**src/vpem_pkg.sv**
```systemverilog
package vpem_pkg;

   // Sizes of the color RAM and of the request and response fields.
   localparam int COLOR_RAM_WORDS = 64;
   localparam int WORD_W          = 16;
   localparam int INDEX_W         = 8;
   localparam int ENTRY_W         = 6;
   localparam int CODE_W          = 12;
   localparam int REQ_TDATA_W     = 24;
   localparam int RSP_TDATA_W     = 16;
   localparam int CSR_INDEX_W     = 2;
   localparam int CSR_DATA_W      = 6;

   // Request kinds carried on tuser.
   localparam logic KIND_WRITE  = 1'b0;
   localparam logic KIND_LOOKUP = 1'b1;

   // Color masks and highlight constants for the twelve-bit console mode.
   localparam logic [CODE_W-1:0] MASK_M4_OFF = 12'h222;
   localparam logic [CODE_W-1:0] MASK_M4_ON  = 12'hEEE;
   localparam logic [CODE_W-1:0] HL_BASE     = 12'h888;
   localparam logic [CODE_W-1:0] HL_BIAS     = 12'h111;

   localparam logic [1:0] MODE_BITS_RESET = 2'b11;

   typedef enum logic [1:0] {
      SRC_BLANK  = 2'd0,
      SRC_TWELVE = 2'd1,
      SRC_SIX    = 2'd2
   } src_type;

   typedef enum logic [1:0] {
      PM_CONSOLE12 = 2'd0,
      PM_CONSOLE6  = 2'd1,
      PM_HANDHELD  = 2'd2,
      PM_LEGACY    = 2'd3
   } pmode_type;

   typedef enum logic [1:0] {
      GRP_NORMAL    = 2'd0,
      GRP_SHADOW    = 2'd1,
      GRP_HIGHLIGHT = 2'd2,
      GRP_COPY      = 2'd3
   } group_type;

   typedef enum logic [CSR_INDEX_W-1:0] {
      CSR_PALETTE_MODE = 2'd0,
      CSR_MODE_BITS    = 2'd1,
      CSR_SH_ON        = 2'd2,
      CSR_BACKGROUND   = 2'd3
   } csr_index_type;

   // Configuration seen by the entry mapping logic.
   typedef struct packed {
      pmode_type          palette_mode;
      logic [1:0]         mode_bits;
      logic               sh_on;
      logic [ENTRY_W-1:0] background;
   } cfg_type;

   // One mapped palette entry.
   typedef struct packed {
      logic               defined;
      logic [CODE_W-1:0]  code;
      src_type            source;
   } result_type;

   // Fixed sixteen-color table of the six-bit console without M4.
   function automatic logic [5:0] fixed16(input logic [3:0] idx);
      logic [5:0] val;
      case (idx)
         4'd0:    val = 6'h00;
         4'd1:    val = 6'h00;
         4'd2:    val = 6'h08;
         4'd3:    val = 6'h0C;
         4'd4:    val = 6'h10;
         4'd5:    val = 6'h30;
         4'd6:    val = 6'h01;
         4'd7:    val = 6'h3C;
         4'd8:    val = 6'h02;
         4'd9:    val = 6'h03;
         4'd10:   val = 6'h05;
         4'd11:   val = 6'h0F;
         4'd12:   val = 6'h04;
         4'd13:   val = 6'h33;
         4'd14:   val = 6'h15;
         default: val = 6'h3F;
      endcase
      return val;
   endfunction

endpackage

```
**src/vpem_ram.sv**
```systemverilog
module vpem_ram #(
   parameter int WIDTH = 16,
   parameter int DEPTH = 64
) (
   input  logic                     clock,
   input  logic                     wr_en,
   input  logic [$clog2(DEPTH)-1:0] wr_addr,
   input  logic [WIDTH-1:0]         wr_data,
   input  logic                     rd_en,
   input  logic [$clog2(DEPTH)-1:0] rd_addr,
   output logic [WIDTH-1:0]         rd_data
);

   logic [WIDTH-1:0] mem_ff [DEPTH];
   logic [WIDTH-1:0] rd_data_ff;

   // One write port and one registered read port.
   always_ff @(posedge clock) begin
      if (wr_en) begin
         mem_ff[wr_addr] <= wr_data;
      end
      if (rd_en) begin
         rd_data_ff <= mem_ff[rd_addr];
      end
   end

   assign rd_data = rd_data_ff;

endmodule

```
**src/vpem_entry_calc.sv**
```systemverilog
module vpem_entry_calc (
   input  vpem_pkg::cfg_type                 cfg,
   input  logic [vpem_pkg::ENTRY_W-1:0]      entry,
   input  vpem_pkg::group_type               group,
   input  logic [vpem_pkg::WORD_W-1:0]       word,
   output vpem_pkg::result_type              result
);
   import vpem_pkg::*;

   logic              m4;
   logic              m5;
   logic [CODE_W-1:0] masked;
   logic [CODE_W-1:0] half;
   logic [5:0]        six_code;
   logic [7:0]        byte_sel;
   logic              low_half;

   assign m4       = cfg.mode_bits[0];
   assign m5       = cfg.mode_bits[1];
   assign masked   = word[CODE_W-1:0] & (m4 ? MASK_M4_ON : MASK_M4_OFF);
   assign half     = masked >> 1;
   assign six_code = {word[10:9], word[6:5], word[2:1]};
   assign byte_sel = entry[0] ? word[15:8] : word[7:0];
   assign low_half = (entry < ENTRY_W'(32));

   // Map the entry according to palette mode, M5/M4 and its group.
   always_comb begin
      result = '{defined: 1'b0, code: '0, source: SRC_BLANK};
      case (cfg.palette_mode)
         PM_CONSOLE12: begin
            if (group == GRP_COPY && !(m5 && cfg.sh_on)) begin
               result.defined = 1'b0;
            end else if (!m5 && !m4) begin
               // Mode with no color RAM: normal entries read as blank.
               result.defined = (group == GRP_NORMAL);
            end else if (!m5) begin
               if (group == GRP_NORMAL && low_half) begin
                  result = '{defined: 1'b1, code: CODE_W'(six_code), source: SRC_SIX};
               end
            end else if (group == GRP_NORMAL || group == GRP_COPY) begin
               result = '{defined: 1'b1, code: masked, source: SRC_TWELVE};
            end else if (cfg.sh_on && group == GRP_SHADOW) begin
               result = '{defined: 1'b1, code: half, source: SRC_TWELVE};
            end else if (cfg.sh_on) begin
               result = '{defined: 1'b1, code: (HL_BASE | half) - HL_BIAS,
                          source: SRC_TWELVE};
            end
         end
         PM_CONSOLE6: begin
            if (group == GRP_NORMAL && low_half) begin
               if (m4) begin
                  result = '{defined: 1'b1, code: CODE_W'(byte_sel[5:0]), source: SRC_SIX};
               end else begin
                  result = '{defined: 1'b1, code: CODE_W'(fixed16(entry[3:0])),
                             source: SRC_SIX};
               end
            end
         end
         PM_HANDHELD: begin
            if (group == GRP_NORMAL && low_half) begin
               result = '{defined: 1'b1, code: word[CODE_W-1:0], source: SRC_TWELVE};
            end
         end
         default: begin
            if (group == GRP_NORMAL && low_half) begin
               result = '{defined: 1'b1, code: CODE_W'(entry[3:0]), source: SRC_SIX};
            end
         end
      endcase
   end

endmodule

```
**src/video_palette_entry_mapper_core.sv**
```systemverilog
// Channel | Direction | Handshake           | Payload
// req     | in        | req_tvalid/tready   | tuser kind, tdata index and write word
// rsp     | out       | rsp_tvalid/tready   | tdata source, color code, defined flag
// csr     | in        | csr_we              | csr_index, csr_wdata
//
// One request per cycle is accepted while the response is not stalled; a lookup response
// passes through the color RAM read port register, then the entry mapping into the response register.
// Writes give no response and update the color RAM at the accepting edge.
// Reset is synchronous; the color RAM valid bits clear at once, so unwritten
// words read as zero and no clearing pass is needed.
// A stalled response holds; new requests are taken while the response register drains.
module video_palette_entry_mapper_core #(
   parameter int COLOR_RAM_WORDS = vpem_pkg::COLOR_RAM_WORDS
) (
   input  logic                               clock,
   input  logic                               reset,
   // Request: tuser = kind.
   input  logic                               req_tvalid,
   output logic                               req_tready,
   input  logic                               req_tuser,
   // tdata from bit 0: entry_index[7:0], write_word[23:8].
   input  logic [vpem_pkg::REQ_TDATA_W-1:0]   req_tdata,
   // tdata from bit 0: table_source[1:0], color_code[13:2], entry_defined[14], zero[15].
   output logic                               rsp_tvalid,
   input  logic                               rsp_tready,
   output logic [vpem_pkg::RSP_TDATA_W-1:0]   rsp_tdata,
   // Configuration writes.
   input  logic                               csr_we,
   input  logic [vpem_pkg::CSR_INDEX_W-1:0]   csr_index,
   input  logic [vpem_pkg::CSR_DATA_W-1:0]    csr_wdata
);
   import vpem_pkg::*;

   localparam int ADDR_W = $clog2(COLOR_RAM_WORDS);

   // Configuration registers.
   cfg_type cfg_ff;
   cfg_type cfg_in;

   // Request decode.
   logic [INDEX_W-1:0] req_index;
   logic [WORD_W-1:0]  req_word;
   logic [ENTRY_W-1:0] req_entry;
   logic               req_accept;
   logic               ram_we;
   logic               ram_re;
   logic               byte_mode;
   logic [ADDR_W-1:0]  rd_addr;

   // Color RAM written flags.
   logic [COLOR_RAM_WORDS-1:0] known_ff;
   logic [COLOR_RAM_WORDS-1:0] known_in;

   // Stage 1: RAM read in flight.
   logic               s1_valid_ff;
   logic               s1_valid_in;
   logic [ENTRY_W-1:0] s1_entry_ff;
   group_type          s1_group_ff;
   logic               s1_known_ff;
   logic [WORD_W-1:0]  ram_rd_data;
   logic [WORD_W-1:0]  s1_word;

   // Response register.
   logic               rsp_valid_ff;
   logic               rsp_valid_in;
   result_type         rsp_data_ff;
   result_type         calc_result;
   logic               rsp_load;
   logic               s1_advance;

   // Configuration write decode.
   always_comb begin
      cfg_in = cfg_ff;
      if (csr_we) begin
         case (csr_index_type'(csr_index))
            CSR_PALETTE_MODE: cfg_in.palette_mode = pmode_type'(csr_wdata[1:0]);
            CSR_MODE_BITS:    cfg_in.mode_bits    = csr_wdata[1:0];
            CSR_SH_ON:        cfg_in.sh_on        = csr_wdata[0];
            default:          cfg_in.background   = csr_wdata[ENTRY_W-1:0];
         endcase
      end
   end

   // Handshake: the response register frees stage 1, which frees the input.
   assign rsp_load   = !rsp_valid_ff || rsp_tready;
   assign s1_advance = s1_valid_ff && rsp_load;
   assign req_tready = !s1_valid_ff || rsp_load;
   assign req_accept = req_tvalid && req_tready;

   // Entry zero of a group reads the background entry; six-bit byte mode reads word e/2.
   assign req_index = req_tdata[INDEX_W-1:0];
   assign req_word  = req_tdata[INDEX_W +: WORD_W];
   assign req_entry = (req_index[ENTRY_W-1:0] == '0) ? cfg_ff.background
                                                    : req_index[ENTRY_W-1:0];
   assign byte_mode = (cfg_ff.palette_mode == PM_CONSOLE6) && cfg_ff.mode_bits[0];
   assign rd_addr   = byte_mode ? ADDR_W'(req_entry >> 1) : ADDR_W'(req_entry);
   assign ram_re    = req_accept && (req_tuser == KIND_LOOKUP);
   assign ram_we    = req_accept && (req_tuser == KIND_WRITE)
                      && (32'(req_index) < COLOR_RAM_WORDS);

   // Written flags, set with each in-range write.
   always_comb begin
      known_in = known_ff;
      if (ram_we) begin
         known_in[req_index[ADDR_W-1:0]] = 1'b1;
      end
   end

   always_comb begin
      s1_valid_in = s1_valid_ff;
      if (req_accept) begin
         s1_valid_in = (req_tuser == KIND_LOOKUP);
      end else if (s1_advance) begin
         s1_valid_in = 1'b0;
      end
   end

   always_comb begin
      rsp_valid_in = rsp_valid_ff;
      if (rsp_load) begin
         rsp_valid_in = s1_valid_ff;
      end
   end

   vpem_ram #(
      .WIDTH (WORD_W),
      .DEPTH (COLOR_RAM_WORDS)
   ) u_color_ram (
      .clock   (clock),
      .wr_en   (ram_we),
      .wr_addr (req_index[ADDR_W-1:0]),
      .wr_data (req_word),
      .rd_en   (ram_re),
      .rd_addr (rd_addr),
      .rd_data (ram_rd_data)
   );

   // Words never written read as zero.
   assign s1_word = s1_known_ff ? ram_rd_data : '0;

   vpem_entry_calc u_entry_calc (
      .cfg    (cfg_ff),
      .entry  (s1_entry_ff),
      .group  (s1_group_ff),
      .word   (s1_word),
      .result (calc_result)
   );

   // Control registers.
   always_ff @(posedge clock) begin
      if (reset) begin
         cfg_ff       <= '{palette_mode: PM_CONSOLE12, mode_bits: MODE_BITS_RESET,
                           sh_on: 1'b0, background: '0};
         known_ff     <= '0;
         s1_valid_ff  <= 1'b0;
         rsp_valid_ff <= 1'b0;
      end else begin
         cfg_ff       <= cfg_in;
         known_ff     <= known_in;
         s1_valid_ff  <= s1_valid_in;
         rsp_valid_ff <= rsp_valid_in;
      end
   end

   // Payload registers.
   always_ff @(posedge clock) begin
      if (ram_re) begin
         s1_entry_ff <= req_entry;
         s1_group_ff <= group_type'(req_index[INDEX_W-1:ENTRY_W]);
         s1_known_ff <= known_ff[rd_addr];
      end
      if (s1_advance) begin
         rsp_data_ff <= calc_result;
      end
   end

   assign rsp_tvalid = rsp_valid_ff;
   assign rsp_tdata  = {1'b0, rsp_data_ff.defined, rsp_data_ff.code, rsp_data_ff.source};

endmodule

```
**config.mk**
```make
export PLATFORM = sky130hd
export DESIGN_NAME = video_palette_entry_mapper_core
export DESIGN_NICKNAME = d
export VERILOG_FILES = /design/src/vpem_pkg.sv /design/src/vpem_ram.sv /design/src/vpem_entry_calc.sv /design/src/video_palette_entry_mapper_core.sv
export SDC_FILE = /design/constraint.sdc
export NUM_CORES = 1
export LEC_CHECK = 0
export ABC_AREA = 1
export BUFFER_PORTS_ARGS = -buffer_cell sky130_fd_sc_hd__buf_2
export CAP_MARGIN = 40
export CORE_UTILIZATION = 45
export CTS_CLUSTER_SIZE = 30
export DETAILED_ROUTE_END_ITERATION = 7
export SYNTH_ARGS = -nofsm -noshare
export SYNTH_HDL_FRONTEND = slang
export SYNTH_SLANG_ARGS = --single-unit
export TNS_END_PERCENT = 10
```
**constraint.sdc**
```tcl
create_clock -name clock -period 7.44 [get_ports clock]
set_input_delay 1.86 -clock clock [delete_from_list [all_inputs] [get_ports clock]]
set_output_delay 1.86 -clock clock [all_outputs]
set_load 0.01 [all_outputs]
```
==> results of run 1 <==
-- placed cells by master, fill, tap and decap left out, drive strengths merged, types with 2 or more instances in the layout --
cell / synthesis / final
edfxtp: 933 / 933
nand4: 14 / 14
dfxtp: 83 / 83
nand3b: 60 / 60
inv: 906 / 908
buf: 181 / 169
clkinv: 1 / 44
o21ai: 43 / 43
ha: 5 / 5
o211ai: 8 / 8
o221ai: 2 / 2
nand2: 936 / 936
o22ai: 4 / 4
a22oi: 3 / 3
o2111ai: 3 / 3
nor2: 224 / 224
bufinv: 0 / 12
clkbuf: 56 / 143
nand3: 1026 / 1026
a21oi: 30 / 30
nor3: 10 / 10
-- registers in the layout (all words and copies together), names as in the netlist, named ones only --
| name | flops |
|---|---|
| u_color_ram.rd_data | 14 |
| s1_known_ff | 1 |
| u_color_ram.mem_ff | 896 |
| cfg_ff | 11 |
| known_ff | 64 |
| rsp_tdata | 15 |
| s1_valid_ff | 1 |
| s1_group_ff | 2 |
| rsp_tvalid | 1 |
| s1_entry_ff | 5 |
-- cell families after synthesis --
| kind of cell | share of synthesized area |
|---|---|
| buffers and inverters | 0.103 |
| DFF | 0.658 |
| and+or+nand+nor | 0.225 |
| AOI/OAI and AO/OA | 0.0123 |
| adders and majority gates | 0.00139 |
| other | 0.0000832 |
-- per-layer routing --
metal / GRT usage / part of all wire / vias to the layer above
met4: 0.0847 / 0.031 / 2
met3: 0.0352 / 0.079 / 194
met2: 0.383 / 0.46 / 1226
met5: 0 / 0.000097 / -
met1: 0.340 / 0.43 / 15000
li1: - / - / 14900
-- power breakdown --
part | total [mW] | leakage [nW] | internal (mW) | switching [mW]
combinational | 1.17 | 10.3 | 0.294 | 0.874
sequential | 6.28 | 9.07 | 6.26 | 0.0153
clock | 5.29 | 1.69 | 3.10 | 2.19
total | 12.7 | 21.1 | 9.66 | 3.08
-- worst max-delay path by stage --
stage | from | end | slack, ps | cells past startpoint
finish | req_tdata[1] | u_color_ram.rd_data[7] | 2330 | 15
detailed placement | req_tdata[1] | u_color_ram.rd_data[4] | 1700 | 15
CTS | req_tdata[1] | u_color_ram.rd_data[4] | 2440 | 15
global route | req_tdata[1] | s1_known_ff | 2120 | 15
floorplan | rsp_tready | flop | 3250 | 10
global placement | req_tdata[1] | s1_known_ff | 1720 | 15
-- cell type report --
class	instances	area [µm²]	area share
sequential	1016	29700	0.587
timing repair buffer	169	1520	0.0301
inverter	907	3410	0.0674
antenna	1	2.50	0.0000495
tap	1287	1610	0.0318
clock inverter	57	597	0.0118
multi-input combinational	2374	10900	0.215
clock buffer	143	2860	0.0565
-- worst max-delay path: stages --
cell and delay (ps):
buf_2 160, inv_1 200, nand2_1 130, nor2_1 50, nand2_1 120, nand3_4 550
nand2_8 830, buf_4 500, nand2_1 100, nand3_1 90, nand3_1 80, nand3_1 190
nand3_1 280, nand3_1 190, nand2_1 80
==> results_dict.tcl, run 1 <==
set metrics [dict create \
    finalPower_mw 12.7 \
    drv_cap 0 \
    routabilityCongestion 0.861 \
    ys.warnings.count 0 \
    grt_pass1_vias 29100 \
    drive_above_1_share 0.0774 \
    tightest_slew_ps 972 \
    start_util 0.456 \
    holdWs_ps 460 \
    cts_setup_buffers 0 \
    relSlewSlack 0.346 \
    post_cts_resized 0 \
    grt_overflow 0 \
    drtIter0Drc 3410 \
    rsz0062_at_grt "no" \
    syn_area_per_cell_um2 9.95 \
    yosysMostFrequentCell "nand3_1" \
    timing.rr.end "u_color_ram.rd_data[13]" \
    clock_skew_ps 24.3 \
    setup_slack_ps 2330 \
    fp.dieH_um 319 \
    syn-num-nets 4577 \
    reg2reg_depth 12 \
    final_nets 4618 \
    final_cells 5954 \
    final_max_slew_viol_count 0 \
    cts_tree "done" \
    drt_wl_total_mm 123 \
    final-setup-viol-count 0 \
    critPathMaxFanout 105 \
    area_growth_pct 12.2 \
    rrSetupSlack_ps 3240 \
    cts_sinks 1016 \
    required_ps 7880 \
    portBuffers 52 \
    path_clk_slew_ps 60 \
    routedWlPerCell_um 20.7 \
    grt_pass1_wl_mm 184 \
    end_kind "flop" \
    cts_buffer_depth 3 \
    finalHoldViolations 0 \
    vdd_drop_max_uv 172 \
    tns_ps 0 \
    cts_root_buf "clkbuf_16" \
    async_flop_share 0 \
    rr_startpoint "cfg_ff[7]" \
    core_area_um2 98900 \
    ys_seq_area_frac 0.658 \
    finalCriticalPeriod_ps 5110 \
    fmax_mhz 196 \
    min_path_type "flop to flop" \
    firstDrtPassIters 5 \
    n_fill_cell 8602 \
    dieArea_um2 101000 \
    num_vias 31300 \
    yosysTopAreaCellShare 0.621 \
    ys_types 38 \
    rows 115 \
    placed_cell_area_um2 47100 \
    criticalPathCategory "input port to flop" \
    status "finished clean" \
    synth.largest_area_cell "edfxtp_1" \
    drcViolationCount 0 \
    ios 56 \
    p_per_area_nw_per_um2 252 \
    ys.flop_type "edfxtp_1" \
    ant_nets 0 \
    clk_latency_ps 700 \
    die_w_um 319 \
    htree_levels 3 \
    numCtsBuffers 107 \
    synth_edf_count 933 \
    fin_crit_sh 0.687 \
    whs_endpoint "known_ff[57]" \
    ys_ff_latch 1016 \
    synthCells 4534 \
    final_core_util 0.512 \
    start_kind "input port" \
    grt_max_degree 151 \
    antenna_found_initial 4 \
    track_usage 0.242 \
    worst_ep_arrival_time_ps 5550 \
    hold_path_depth 2 \
    syn_area_um2 45100 \
    synth_area_leaders "edfxtp_1, nand3_1, nand2_1, inv_1, dfxtp_1" \
    synthTopCellsByCount "nand3_1, edfxtp_1, nand2_1, inv_1, nor2_1" \
    dp.final_hpwl_mm 67.1 \
    min-delay-start "known_ff[57]" \
    dp.cells 5753 \
    cts_hold_buffers 0 \
    power.leakage_nw 21.1 \
    viasPerCell 5.25 \
    postLayoutCellArea_um2 50600 \
    dp_slack_ps 1700 \
]
(Power assumes the default switching activity.)
==> run 2: changes to the inputs <==
clock period = 5.3 ns   (was 7.44 ns; I/O delays follow)
==> run 2 against run 1 <==
Effect of this change: critical path depth increased by 2; sequential cell count did not move; clock skew shrank 1.4 ps; highest routed layer unchanged.
==> results_dict.tcl, run 2 (synthesis gave the netlist of run 1 again) <==
set metrics [dict create \
    grt_max_degree 124 \
    start_kind "input port" \
    tightest_slew_ps 879 \
    grt_pass1_vias 29400 \
    grt_overflow 0 \
    critPathMaxFanout 41 \
    cts_sinks 1016 \
    final-setup-viol-count 0 \
    end_kind "flop" \
    largest_reg_flops 896 \
    min-delay-start "known_ff[39]" \
    p_per_area_nw_per_um2 356 \
    relSlewSlack 0.414 \
    path_clk_slew_ps 60 \
    portBuffers 52 \
    fin_crit_sh 0.693 \
    fmax_mhz 272 \
    clock_skew_ps 22.9 \
    criticalPathCategory "input port to flop" \
    ios 56 \
    rows 115 \
    drive_above_1_share 0.0842 \
    cts_tree "done" \
    antenna_found_initial 3 \
    fp.dieH_um 319 \
    routedWlPerCell_um 20.6 \
    cp_top_family "simple AND/OR/NAND/NOR gates" \
    top_register "u_color_ram.mem_ff" \
    drtIter0Drc 3489 \
    track_usage 0.242 \
    timing.rr.end "u_color_ram.rd_data[3]" \
    rr_startpoint "cfg_ff[7]" \
    core_area_um2 98900 \
    power.leakage_nw 21.3 \
    cts_root_buf "clkbuf_16" \
    area_growth_pct 12.6 \
    htree_levels 3 \
    crit_path_max_incr_delay_ps 300 \
    dp.final_hpwl_mm 71.0 \
    final_common_cell "nand3_1" \
    clk_latency_ps 690 \
    tns_ps 0 \
    finalCriticalPeriod_ps 3670 \
    cp_slowest_cell "nand3_1" \
    drt_wl_total_mm 124 \
    grt_pass1_wl_mm 184 \
    viasPerCell 5.25 \
    rrSetupSlack_ps 1750 \
    cts_setup_buffers 0 \
    crit_buf_inv 4 \
    dp.cells 5785 \
    die_w_um 319 \
    whs_endpoint "known_ff[39]" \
    crit_path_cell_trace "buf_2 > inv_1 > nand2_1 > nor2_1 > nand2_1 > nand2_1 > nand2_2 > nand2_8 > buf_12 > buf_4 > nand2_1 > nand3_1 > nand3_1 > nand3_1 > nand3_1 > nand3_1 > nand2_1" \
    final_max_slew_viol_count 0 \
    antenna_cells 0 \
    final_nets 4651 \
    final_cells 5991 \
    reg2reg_depth 12 \
    worst_ep_arrival_time_ps 4120 \
    cts_hold_buffers 0 \
    dieArea_um2 101000 \
    status "finished clean" \
    drv_cap 0 \
    min_path_type "flop to flop" \
    hold_path_depth 2 \
    finalHoldViolations 0 \
    drcViolationCount 0 \
    cts_buffer_depth 3 \
    ant_nets 0 \
    num_vias 31500 \
    routabilityCongestion 0.916 \
    layout_common_cells "nand3_1, edfxtp_1, nand2_1" \
    firstDrtPassIters 5 \
    start_util 0.456 \
    vdd_drop_max_uv 291 \
    post_cts_resized 0 \
    numCtsBuffers 108 \
    rsz0062_at_grt "no" \
    required_ps 5740 \
    finalPower_mw 18.1 \
]
-- run 2: layout make-up --
type | count | area, µm²
Multi-Input combinational cell | 2374 | 10800
Sequential cell | 1016 | 29700
Clock inverter | 57 | 594
Timing Repair Buffer | 201 | 1610
Fill cell | 8744 | 48100
Inverter | 907 | 3410
Clock buffer | 149 | 3030
Tap cell | 1287 | 1610
-- run 2: worst max-delay path by stage --
stage / cells past startpoint / startpoint / to
5_1_grt: 17 / req_tdata[1] / s1_known_ff
3_3_place_gp: 17 / req_tdata[1] / u_color_ram.rd_data[4]
2_1_floorplan: 10 / rsp_tready / flop
6_report: 17 / req_tdata[1] / u_color_ram.rd_data[4]
4_1_cts: 17 / req_tdata[1] / u_color_ram.rd_data[4]
3_5_place_dp: 17 / req_tdata[1] / u_color_ram.rd_data[4]
-- run 2: routing by layer --
layer / routed length (µm) / global-route usage
met1: 53600 / 0.338
met4: 4200 / 0.0895
met5: 13 / 0
met2: 56900 / 0.385
met3: 8790 / 0.0330
-- run 2: stage by stage --
| stage | cell area (µm²) | hold WS [ps] | utilization | worst slack (ps) |
|---|---|---|---|---|
| floorplan | 45100 | 423 | - | 1650 |
| finish | 50800 | 461 | 0.514 | 1630 |
| global route | 50800 | 494 | 0.514 | 1410 |
| detailed placement | 47200 | 454 | 0.477 | 996 |
| global placement | 47100 | 442 | 0.477 | 1030 |
| CTS | 50800 | 467 | 0.514 | 1720 |
-- run 2: worst min-delay path, stage by stage (launching register included) --
cell and delay [ps]:
dfxtp_1 320, nor2_1 40, nor2_1 70
-- run 2: report_power, final --
part	switching, mW	internal (mW)
Sequential	0.0203	8.79
Combinational	1.24	0.431
Clock	3.16	4.45
Total	4.42	13.7
